**config.mk**
```make
export PLATFORM = sky130hd
export DESIGN_NAME = jump_triggered_window_averager
export DESIGN_NICKNAME = d
export VERILOG_FILES = /design/src/rtl/jtwa_pkg.sv /design/src/rtl/jtwa_div.sv /design/src/rtl/jtwa_dp.sv /design/src/rtl/jtwa_ctrl.sv /design/src/rtl/jump_triggered_window_averager.sv
export SDC_FILE = /design/constraint.sdc
export NUM_CORES = 1
export LEC_CHECK = 0
export CORE_MARGIN = 3
export CORE_UTILIZATION = 56
export DETAILED_ROUTE_END_ITERATION = 16
export DONT_BUFFER_PORTS = 1
export GPL_TIMING_DRIVEN = 0
export PLACE_DENSITY = 0.75
export SLEW_MARGIN = 30
export SYNTH_ARGS = -nofsm -noshare
export SYNTH_HDL_FRONTEND = slang
export SYNTH_SLANG_ARGS = --single-unit
```
**constraint.sdc**
```tcl
create_clock -name clk -period 9.1 [get_ports clk]
set_input_delay 0.455 -clock clk [delete_from_list [all_inputs] [get_ports clk]]
set_output_delay 0.455 -clock clk [all_outputs]
set_load 0.005 [all_outputs]
```
**src/rtl/jtwa_pkg.sv**
```systemverilog
// Shared types and constants for the jump-triggered window averager.
package jtwa_pkg;

  localparam int SAMPLE_BITS = 16;
  localparam int MAX_CUTOUT  = 32;
  localparam int DEPTH       = MAX_CUTOUT + 1;
  localparam int CNT_W       = $clog2(DEPTH + 1);
  localparam int ADDR_W      = $clog2(DEPTH);
  localparam int SUM_W       = SAMPLE_BITS + CNT_W;
  localparam int DIVC_W      = $clog2(SUM_W + 1);
  localparam int GATE_W      = 16;
  localparam int CUTOUT_W    = 6;
  localparam int CFG_IDX_W   = 4;
  localparam int CFG_DATA_W  = 16;
  localparam int USER_W      = 2;

  localparam logic [CFG_IDX_W-1:0] REG_GATE   = CFG_IDX_W'(0);
  localparam logic [CFG_IDX_W-1:0] REG_CUTOUT = CFG_IDX_W'(1);

  localparam logic [GATE_W-1:0]   GATE_RESET   = GATE_W'(1000);
  localparam logic [CUTOUT_W-1:0] CUTOUT_RESET = CUTOUT_W'(8);

  typedef enum logic [1:0] {
    SEL_RAW,
    SEL_MEAN,
    SEL_FLUSH
  } out_sel_t;

  typedef struct packed {
    logic     load_in;
    logic     store;
    logic     div_start;
    logic     pos_clr;
    logic     pos_inc;
    logic     mem_rd;
    logic     emit;
    out_sel_t sel;
    logic     finish;
  } cmd_t;

  typedef struct packed {
    logic capturing;
    logic jump;
    logic last;
    logic out_free;
    logic complete;
    logic div_done;
    logic mean_last;
    logic flush_last;
  } sts_t;

endpackage

```
**src/rtl/jtwa_div.sv**
```systemverilog
// Bit-serial signed divider for the window mean, truncating toward zero.
module jtwa_div (
  input  logic                                 clk,
  input  logic                                 rst,
  input  logic                                 start,
  input  logic signed [jtwa_pkg::SUM_W-1:0]    dividend,
  input  logic        [jtwa_pkg::CNT_W-1:0]    divisor,
  output logic                                 done,
  output logic signed [jtwa_pkg::SUM_W-1:0]    quotient
);

  logic                              busy;
  logic [jtwa_pkg::DIVC_W-1:0]       steps;
  logic [jtwa_pkg::SUM_W-1:0]        dq;
  logic [jtwa_pkg::CNT_W-1:0]        rem;
  logic [jtwa_pkg::CNT_W-1:0]        dvs;
  logic                              neg;
  logic [jtwa_pkg::CNT_W:0]          rem_shift;
  logic [jtwa_pkg::CNT_W:0]          trial;
  logic [jtwa_pkg::SUM_W-1:0]        mag;

  assign mag       = dividend[jtwa_pkg::SUM_W-1] ? jtwa_pkg::SUM_W'(-dividend)
                                                 : jtwa_pkg::SUM_W'(dividend);
  assign rem_shift = {rem, dq[jtwa_pkg::SUM_W-1]};
  assign trial     = rem_shift - {1'b0, dvs};
  assign quotient  = neg ? -$signed(dq) : $signed(dq);

  always_ff @(posedge clk) begin
    if (rst) begin
      busy  <= 1'b0;
      done  <= 1'b0;
      steps <= '0;
    end else begin
      done <= 1'b0;
      if (start) begin
        busy  <= 1'b1;
        steps <= jtwa_pkg::DIVC_W'(jtwa_pkg::SUM_W);
      end else if (busy) begin
        steps <= steps - 1'b1;
        if (steps == jtwa_pkg::DIVC_W'(1)) begin
          busy <= 1'b0;
          done <= 1'b1;
        end
      end
    end
  end

  always_ff @(posedge clk) begin
    if (start) begin
      dq  <= mag;
      rem <= '0;
      dvs <= divisor;
      neg <= dividend[jtwa_pkg::SUM_W-1];
    end else if (busy) begin
      if (!trial[jtwa_pkg::CNT_W]) begin
        rem <= trial[jtwa_pkg::CNT_W-1:0];
        dq  <= {dq[jtwa_pkg::SUM_W-2:0], 1'b1};
      end else begin
        rem <= rem_shift[jtwa_pkg::CNT_W-1:0];
        dq  <= {dq[jtwa_pkg::SUM_W-2:0], 1'b0};
      end
    end
  end

endmodule

```
**src/rtl/jtwa_dp.sv**
```systemverilog
// Datapath: config registers, jump detect, window store, sum, divider, output register.
module jtwa_dp (
  input  logic                                clk,
  input  logic                                rst,
  input  logic [jtwa_pkg::SAMPLE_BITS-1:0]    s_tdata,   // sample_in
  input  logic                                s_tlast,   // stream_last
  input  logic                                cfg_valid,
  output logic                                cfg_ready,
  input  logic [jtwa_pkg::CFG_IDX_W-1:0]      cfg_index,
  input  logic [jtwa_pkg::CFG_DATA_W-1:0]     cfg_data,
  output logic                                m_tvalid,
  input  logic                                m_tready,
  output logic [jtwa_pkg::SAMPLE_BITS-1:0]    m_tdata,   // sample_out
  output logic                                m_tlast,   // stream_end
  output logic [jtwa_pkg::USER_W-1:0]         m_tuser,   // replaced, run_last
  input  jtwa_pkg::cmd_t                      cmd,
  output jtwa_pkg::sts_t                      sts
);

  logic [jtwa_pkg::GATE_W-1:0]               gate;
  logic [jtwa_pkg::CUTOUT_W-1:0]             cutout;
  logic signed [jtwa_pkg::SAMPLE_BITS-1:0]   x_r;
  logic                                      last_r;
  logic signed [jtwa_pkg::SAMPLE_BITS-1:0]   prev;
  logic                                      have_prev;
  logic                                      capturing;
  logic [jtwa_pkg::CNT_W-1:0]                count;
  logic signed [jtwa_pkg::SUM_W-1:0]         sum;
  logic [jtwa_pkg::CNT_W-1:0]                pos;
  logic [jtwa_pkg::SAMPLE_BITS-1:0]          mem [jtwa_pkg::DEPTH];
  logic [jtwa_pkg::SAMPLE_BITS-1:0]          rdata;
  logic                                      out_valid;
  logic [jtwa_pkg::SAMPLE_BITS-1:0]          out_data;
  logic                                      out_last;
  logic [jtwa_pkg::USER_W-1:0]               out_user;

  logic [jtwa_pkg::CUTOUT_W-1:0]             eff;
  logic [jtwa_pkg::CNT_W-1:0]                need;
  logic signed [jtwa_pkg::SAMPLE_BITS:0]     diff;
  logic [jtwa_pkg::SAMPLE_BITS:0]            mag;
  logic [jtwa_pkg::CNT_W-1:0]                base_cnt;
  logic signed [jtwa_pkg::SUM_W-1:0]         base_sum;
  logic                                      div_done;
  logic signed [jtwa_pkg::SUM_W-1:0]         quot;
  logic [jtwa_pkg::CNT_W:0]                  pos_ext;
  logic [jtwa_pkg::CNT_W:0]                  cnt_ext;

  jtwa_div u_div (
    .clk      (clk),
    .rst      (rst),
    .start    (cmd.div_start),
    .dividend (sum),
    .divisor  (count),
    .done     (div_done),
    .quotient (quot)
  );

  always_comb begin
    if (cutout == '0) begin
      eff = jtwa_pkg::CUTOUT_W'(1);
    end else if (cutout > jtwa_pkg::CUTOUT_W'(jtwa_pkg::MAX_CUTOUT)) begin
      eff = jtwa_pkg::CUTOUT_W'(jtwa_pkg::MAX_CUTOUT);
    end else begin
      eff = cutout;
    end
  end

  assign need     = jtwa_pkg::CNT_W'(eff) + 1'b1;
  assign diff     = (jtwa_pkg::SAMPLE_BITS+1)'(x_r) - (jtwa_pkg::SAMPLE_BITS+1)'(prev);
  assign mag      = diff[jtwa_pkg::SAMPLE_BITS] ? (jtwa_pkg::SAMPLE_BITS+1)'(-diff)
                                                : (jtwa_pkg::SAMPLE_BITS+1)'(diff);
  assign base_cnt = capturing ? count : '0;
  assign base_sum = capturing ? sum : '0;
  assign pos_ext  = {1'b0, pos};
  assign cnt_ext  = {1'b0, count};

  assign sts.capturing  = capturing;
  assign sts.jump       = have_prev && (mag > (jtwa_pkg::SAMPLE_BITS+1)'(gate));
  assign sts.last       = last_r;
  assign sts.out_free   = !out_valid || m_tready;
  assign sts.complete   = (count >= need) || (count == jtwa_pkg::CNT_W'(jtwa_pkg::DEPTH));
  assign sts.div_done   = div_done;
  assign sts.mean_last  = (pos_ext + 2'd2) == cnt_ext;
  assign sts.flush_last = (pos_ext + 1'b1) == cnt_ext;

  assign cfg_ready = 1'b1;

  always_ff @(posedge clk) begin
    if (rst) begin
      gate   <= jtwa_pkg::GATE_RESET;
      cutout <= jtwa_pkg::CUTOUT_RESET;
    end else if (cfg_valid) begin
      if (cfg_index == jtwa_pkg::REG_GATE) begin
        gate <= cfg_data[jtwa_pkg::GATE_W-1:0];
      end else if (cfg_index == jtwa_pkg::REG_CUTOUT) begin
        cutout <= cfg_data[jtwa_pkg::CUTOUT_W-1:0];
      end
    end
  end

  always_ff @(posedge clk) begin
    if (cmd.load_in) begin
      x_r    <= s_tdata;
      last_r <= s_tlast;
    end
  end

  always_ff @(posedge clk) begin
    if (rst) begin
      prev      <= '0;
      have_prev <= 1'b0;
      capturing <= 1'b0;
      count     <= '0;
      sum       <= '0;
    end else if (cmd.finish) begin
      prev      <= x_r;
      have_prev <= !last_r;
      capturing <= 1'b0;
      count     <= '0;
      sum       <= '0;
    end else if (cmd.store) begin
      capturing <= 1'b1;
      count     <= base_cnt + 1'b1;
      sum       <= base_sum + jtwa_pkg::SUM_W'(x_r);
    end
  end

  always_ff @(posedge clk) begin
    if (cmd.store) begin
      mem[base_cnt[jtwa_pkg::ADDR_W-1:0]] <= x_r;
    end
    if (cmd.mem_rd) begin
      rdata <= mem[pos[jtwa_pkg::ADDR_W-1:0]];
    end
  end

  always_ff @(posedge clk) begin
    if (cmd.pos_clr) begin
      pos <= '0;
    end else if (cmd.pos_inc) begin
      pos <= pos + 1'b1;
    end
  end

  always_ff @(posedge clk) begin
    if (rst) begin
      out_valid <= 1'b0;
    end else if (cmd.emit) begin
      out_valid <= 1'b1;
    end else if (m_tready) begin
      out_valid <= 1'b0;
    end
  end

  // tuser: bit 0 replaced, bit 1 run_last
  always_ff @(posedge clk) begin
    if (cmd.emit) begin
      unique case (cmd.sel)
        jtwa_pkg::SEL_MEAN: begin
          out_data <= quot[jtwa_pkg::SAMPLE_BITS-1:0];
          out_last <= 1'b0;
          out_user <= 2'b01;
        end
        jtwa_pkg::SEL_FLUSH: begin
          out_data <= rdata;
          out_last <= sts.flush_last;
          out_user <= {sts.flush_last, 1'b0};
        end
        default: begin
          out_data <= x_r;
          out_last <= last_r;
          out_user <= 2'b10;
        end
      endcase
    end
  end

  assign m_tvalid = out_valid;
  assign m_tdata  = out_data;
  assign m_tlast  = out_last;
  assign m_tuser  = out_user;

  a_emit_free: assert property (@(posedge clk) disable iff (rst)
    cmd.emit |-> sts.out_free)
    else $error("item loaded over an untaken result");

  a_count_bound: assert property (@(posedge clk) disable iff (rst)
    count <= jtwa_pkg::CNT_W'(jtwa_pkg::DEPTH))
    else $error("window count past store depth");

  a_div_window: assert property (@(posedge clk) disable iff (rst)
    cmd.div_start |-> (count >= jtwa_pkg::CNT_W'(2)))
    else $error("mean started on a window shorter than two");

  a_idle_empty: assert property (@(posedge clk) disable iff (rst)
    !capturing |-> (count == '0))
    else $error("window count held outside a capture");

  a_mean_not_end: assert property (@(posedge clk) disable iff (rst)
    (m_tvalid && m_tuser[0]) |-> !m_tlast)
    else $error("replaced item marked as stream end");

endmodule

```
**src/rtl/jtwa_ctrl.sv**
```systemverilog
// Controller state machine sequencing pass-through, capture, mean and flush.
module jtwa_ctrl (
  input  logic           clk,
  input  logic           rst,
  input  logic           s_tvalid,
  output logic           s_tready,
  input  jtwa_pkg::sts_t sts,
  output jtwa_pkg::cmd_t cmd
);

  typedef enum logic [7:0] {
    S_IDLE  = 8'b0000_0001,
    S_EVAL  = 8'b0000_0010,
    S_CHECK = 8'b0000_0100,
    S_DIV   = 8'b0000_1000,
    S_MEAN  = 8'b0001_0000,
    S_TAIL  = 8'b0010_0000,
    S_FRD   = 8'b0100_0000,
    S_FWR   = 8'b1000_0000
  } state_t;

  state_t state;
  state_t state_next;

  assign s_tready = (state == S_IDLE);

  always_comb begin
    state_next = state;
    cmd        = '0;
    cmd.sel    = jtwa_pkg::SEL_RAW;
    unique case (state)
      S_IDLE: begin
        if (s_tvalid) begin
          cmd.load_in = 1'b1;
          state_next  = S_EVAL;
        end
      end
      S_EVAL: begin
        if (sts.capturing || sts.jump) begin
          cmd.store  = 1'b1;
          state_next = S_CHECK;
        end else if (sts.out_free) begin
          cmd.emit   = 1'b1;
          cmd.finish = 1'b1;
          state_next = S_IDLE;
        end
      end
      S_CHECK: begin
        if (sts.complete) begin
          cmd.div_start = 1'b1;
          cmd.pos_clr   = 1'b1;
          state_next    = S_DIV;
        end else if (sts.last) begin
          cmd.pos_clr = 1'b1;
          state_next  = S_FRD;
        end else begin
          state_next = S_IDLE;
        end
      end
      S_DIV: begin
        if (sts.div_done) begin
          state_next = S_MEAN;
        end
      end
      S_MEAN: begin
        if (sts.out_free) begin
          cmd.emit    = 1'b1;
          cmd.sel     = jtwa_pkg::SEL_MEAN;
          cmd.pos_inc = 1'b1;
          if (sts.mean_last) begin
            state_next = S_TAIL;
          end
        end
      end
      S_TAIL: begin
        if (sts.out_free) begin
          cmd.emit   = 1'b1;
          cmd.finish = 1'b1;
          state_next = S_IDLE;
        end
      end
      S_FRD: begin
        cmd.mem_rd = 1'b1;
        state_next = S_FWR;
      end
      S_FWR: begin
        if (sts.out_free) begin
          cmd.emit = 1'b1;
          cmd.sel  = jtwa_pkg::SEL_FLUSH;
          if (sts.flush_last) begin
            cmd.finish = 1'b1;
            state_next = S_IDLE;
          end else begin
            cmd.pos_inc = 1'b1;
            state_next  = S_FRD;
          end
        end
      end
      default: begin
        state_next = S_IDLE;
      end
    endcase
  end

  always_ff @(posedge clk) begin
    if (rst) begin
      state <= S_IDLE;
    end else begin
      state <= state_next;
    end
  end

endmodule

```
**src/rtl/jump_triggered_window_averager.sv**
```systemverilog
// Top level of the jump-triggered window averager.
//
//  channel  dir  handshake          payload
//  s_*      in   tvalid/tready      tdata = sample_in, tlast = stream_last
//  m_*      out  tvalid/tready      tdata = sample_out, tuser = {run_last, replaced},
//                                   tlast = stream_end
//  cfg_*    in   cfg_valid/ready    cfg_index (0 gate, 1 cutout), cfg_data
//
// Pass-through item: accept, then evaluate. Capture item without result: accept,
// evaluate, check. Window completion: check, serial divider (one quotient bit per
// cycle), then the result items. Flush, per item: store read, then output load.
// Synchronous reset; no clearing pass. cfg writes are always taken.
// A stalled output holds the output register; input is taken again once it drains.
module jump_triggered_window_averager (
  input  logic                                clk,
  input  logic                                rst,
  input  logic                                s_tvalid,
  output logic                                s_tready,
  input  logic [jtwa_pkg::SAMPLE_BITS-1:0]    s_tdata,   // sample_in
  input  logic                                s_tlast,   // stream_last
  output logic                                m_tvalid,
  input  logic                                m_tready,
  output logic [jtwa_pkg::SAMPLE_BITS-1:0]    m_tdata,   // sample_out
  output logic [jtwa_pkg::USER_W-1:0]         m_tuser,   // replaced, run_last
  output logic                                m_tlast,   // stream_end
  input  logic                                cfg_valid,
  output logic                                cfg_ready,
  input  logic [jtwa_pkg::CFG_IDX_W-1:0]      cfg_index,
  input  logic [jtwa_pkg::CFG_DATA_W-1:0]     cfg_data
);

  jtwa_pkg::cmd_t cmd;
  jtwa_pkg::sts_t sts;

  jtwa_ctrl u_ctrl (
    .clk      (clk),
    .rst      (rst),
    .s_tvalid (s_tvalid),
    .s_tready (s_tready),
    .sts      (sts),
    .cmd      (cmd)
  );

  jtwa_dp u_dp (
    .clk       (clk),
    .rst       (rst),
    .s_tdata   (s_tdata),
    .s_tlast   (s_tlast),
    .cfg_valid (cfg_valid),
    .cfg_ready (cfg_ready),
    .cfg_index (cfg_index),
    .cfg_data  (cfg_data),
    .m_tvalid  (m_tvalid),
    .m_tready  (m_tready),
    .m_tdata   (m_tdata),
    .m_tlast   (m_tlast),
    .m_tuser   (m_tuser),
    .cmd       (cmd),
    .sts       (sts)
  );

endmodule

```
==> key figures <==
Synth
  – Synth Net Count: 2,307
  – Mapped Cells: 2,186
  – Synthesized area: 0.03135 mm^2
  – Mean cell area of the mapped netlist: 14.34 um^2
  – Synth cell types: 76
  – Prevailing post-synth register cell: edfxtp_1
  – Number of synthesized flops with an enable pin: 609
  – Share of async-settable or async-resettable flops after synthesis: 0%
  – Ys Warns: 0
  – Number of synthesized register bits: a little over 700
  – Sequential share of the synthesized area: approximately 64%

Cells and area
  – End-of-flow core utilization: 64.97%
  – Syn-to-layout area delta: 14.41%
  – Number of nets in the layout: 2,473
  – Post-route cell area: 0.03586 mm^2
  – Leading cell type in the layout, fill and taps excluded: edfxtp_1
  – FILL cells: 3,778
  – Fraction of layout instances using a drive strength above 1: 14.32%
  – Non-filler cells in the finished layout: 3,158
  – Commonest cells after routing, fill and taps aside: edfxtp_1, nand2_1, mux2i_1
  – Sequential standard cell area: between 0.02 and 0.025 mm^2
  – Multi-input logic area: 0.01054 mm^2

STA
  – Fin crit share: 82.67%
  – Worst Tran Pin Value: 1.025 ns
  – Crit path time final: between 7 and 8 ns
  – Final-report hold violation count: 0
  – Final setup skew: 0.02119 ns
  – Unrepaired setup endpoints after global routing: no
  – Top achievable clock speed: about 130 MHz
  – Min setup slack post-route: 1.577 ns
  – Slew Limit Fails: 0
  – Relative slew margins: between 30% and 40%
  – Aggregate negative setup slack: 0 ns
  – Total setup violations reported at the end of the flow: 0

Die
  – Die Outline Area: about 0.059 mm^2
  – Width of the die: about 240 um
  – Core Rows: 86
  – Initial core utilization: 56.79%
  – Io pins: 64
  – Die height: between 200 and 250 um
  – Core box area: between 0.05 and 0.06 mm^2

Outcome
  – Run status: finished, final reports clean

Clock tree
  – Count of H-tree levels built during CTS: 3
  – Hold-fix buffers at CTS: 33
  – Clock tree from TritonCTS: done
  – Clk Tree Root Cell: clkbuf_16
  – Clock insertion delay at the later pin of the skew report: about 0.61 ns
  – CTS sink cnt: 705
  – Largest buffer count on any clock path: 3
  – Number of buffers inserted to repair setup after CTS: 0
  – Clock input transition at the sequential cells of the worst setup and hold paths: 0.06 ns
  – Post-CTS sizing: 0
  – Total clock buffers created by CTS: between 70 and 80

Power
  – Switching power total: 0.001975 W
  – Register share of total power: 48.5%
  – Leakage dissipation: 12.56 nW
  – Cell internal pwr: 0.005784 W
  – Net switching fraction of the power: 25.46%
  – Maximum ir drop on the vdd rail: 0.0002356 V
  – Pwr/cell area: 216.4 mW/mm^2
  – Fraction of power consumed by the clock network: 38.2%
  – Comb pwr share: between 10% and 20%

Worst setup path
  – Slowest stage cell, crit path: edfxtp_1
  – Startpoint type of the worst setup path: register
  – Worst setup slack for register-to-register paths: 1.58 ns
  – WP data arrival: 7.85 ns
  – CP Max Fanout: 12
  – Crit path kind: reg2reg
  – Max stage delay on crit path: about 0.75 ns
  – Kind of capture point of the worst setup path: register
  – Req. time, crit path: roughly 9.4 ns

Drt
  – Detailed Route Iter0 Violations: 2,150
  – Remaining antenna violation count after routing: 0
  – Drt pass-1 iters: 5
  – DRC Markers: 0
  – Via count: 19,717
  – Average routed wire per standard cell: 25.01 um
  – Total wire length after detailed routing: 78.97 mm
  – Vias/cell: 6.244

Placement
  – Routability-driven placement congestion ratio: 0.9086
  – DPL Wire Length: 54.89 mm
  – DP Cell Count: 2,993
  – Quantity of I/O buffers inserted on ports: 0
  – Minimum setup slack after placement: between 1.5 and 2 ns
  – Instance area at placement: 0.03315 mm^2

Global routing
  – Layer with the highest usage: met2
  – Met1 global-route usage: 36.92%
  – Pin count of the biggest net entering global routing: 27
  – Number of antenna violations at the first check in global routing: 6
  – Number of global-route vias before repair: 19,610
  – Global routing usage on met3: approximately 5.1%
  – GRT met2 Usage: around 43%
  – Tot GR Track Use: 26.71%
  – First-pass GRT wire length: 119.0 mm
  – Total congestion overflow: 0

Worst hold path
  – Class of the worst hold path: in2reg

Flow run
  – Max-capacitance violation count: 0
-- through the flow --
stage / total power [W] / hold WS [ns]
final: 0.007759 / 0.08779
after global routing: 0.008022 / 0.06779
after CTS: 0.007769 / 0.06904
after detailed placement: 0.004832 / 0.4566
after global placement: 0.004729 / 0.4495
after floorplan: 0.004462 / 0.4348
-- Yosys cell counts (8+ instances only) --
library cell	instances	area (um^2)
o31ai_1	10	75.07
nor2b_1	22	137.6
ha_1	76	950.9
or2_2	9	56.30
nor3_1	15	75.07
o221ai_1	13	113.9
a211o_1	11	96.34
and2_1	27	168.9
xnor2_1	60	525.5
nor2_1	155	581.8
nand2_1	139	521.8
a211oi_1	22	165.2
mux2i_1	135	1351
o21ai_0	122	610.6
a21oi_1	89	445.4
and3_1	8	50.05
xor2_1	38	332.8
mux4_2	104	2342
buf_1	24	90.09
o22ai_1	17	106.4
o21a_1	9	67.56
nand2b_1	20	125.1
nand3_1	22	110.1
a21o_1	16	120.1
clkbuf_1	81	304.0
a22oi_1	14	105.1
nand3b_1	9	67.56
a31oi_1	13	81.33
o211ai_1	9	67.56
edfxtp_1	609	18290
dfxtp_1	96	1922
or3_1	14	87.58
inv_1	73	274.0
-- sequential cells by signal, indices dropped and copies added, names as in the netlist, 16 cells and up --
register	flops
u_dp.mem	528
u_dp.gate	16
u_dp.u_div.dq	22
u_dp.sum	22
u_dp.x_r	16
u_dp.m_tdata	16
u_dp.prev	16
u_dp.rdata	16
-- power groups by stage --
stage,combinational [W],clock [W],sequential (W)
after floorplan,0.000616,0,0.00385
after global placement,0.000757,0,0.00397
after detailed placement,0.00101,0,0.00383
after CTS,0.00103,0.00299,0.00376
after global routing,0.00114,0.00312,0.00376
final,0.00104,0.00296,0.00376
-- final cells by class --
class / count / area share (%)
clock inverter: 48 / 1.319
sequential: 705 / 56.35
antenna: 1 / 0.006978
inverter: 73 / 0.7641
multi-input combinational: 1296 / 29.39
timing repair buffer: 92 / 2.983
tap: 748 / 2.610
clock buffer: 83 / 5.310
buffer: 112 / 1.263
-- critical path: cells and delay by family, from the launching register on --
kind	cells	cell delay (ns)
xor gates and xnor gates	1	0.17
and+or+nand+nor	6	1.52
buffers and inverters	5	1.44
AOI/OAI and AO/OA	11	2.56
adders and majority gates	2	0.80
DFF	1	0.75
-- worst paths after layout --
check | startpoint | end | cells past startpoint
hold reg to reg | u_dp.gate[1] | u_dp.gate[1] | 2
hold / removal | cfg_data[3] | u_dp.cutout[3] | 2
setup / recovery | u_dp.x_r[1] | u_dp.mem[4][15] | 25
setup reg to reg | u_dp.x_r[1] | u_dp.mem[4][15] | 25
-- routing by layer --
layer  vias to the layer above  part of all wire (%)
met1                      9837                    40
li1                       8711                     -
met4                         6                   3.1
met3                       178                   8.8
met5                         -                 0.043
met2                       985                    48
-- cell families after synthesis --
family,Yosys count,synth area share (%)
compound gates,397,8.075
mux,239,11.78
xor+xnor,98,2.738
flops,705,64.47
fa+ha+maj,79,3.225
simple gates,482,7.408
buf+inv,185,2.287
other cells,1,0.01196
(Power assumes the default switching activity.)
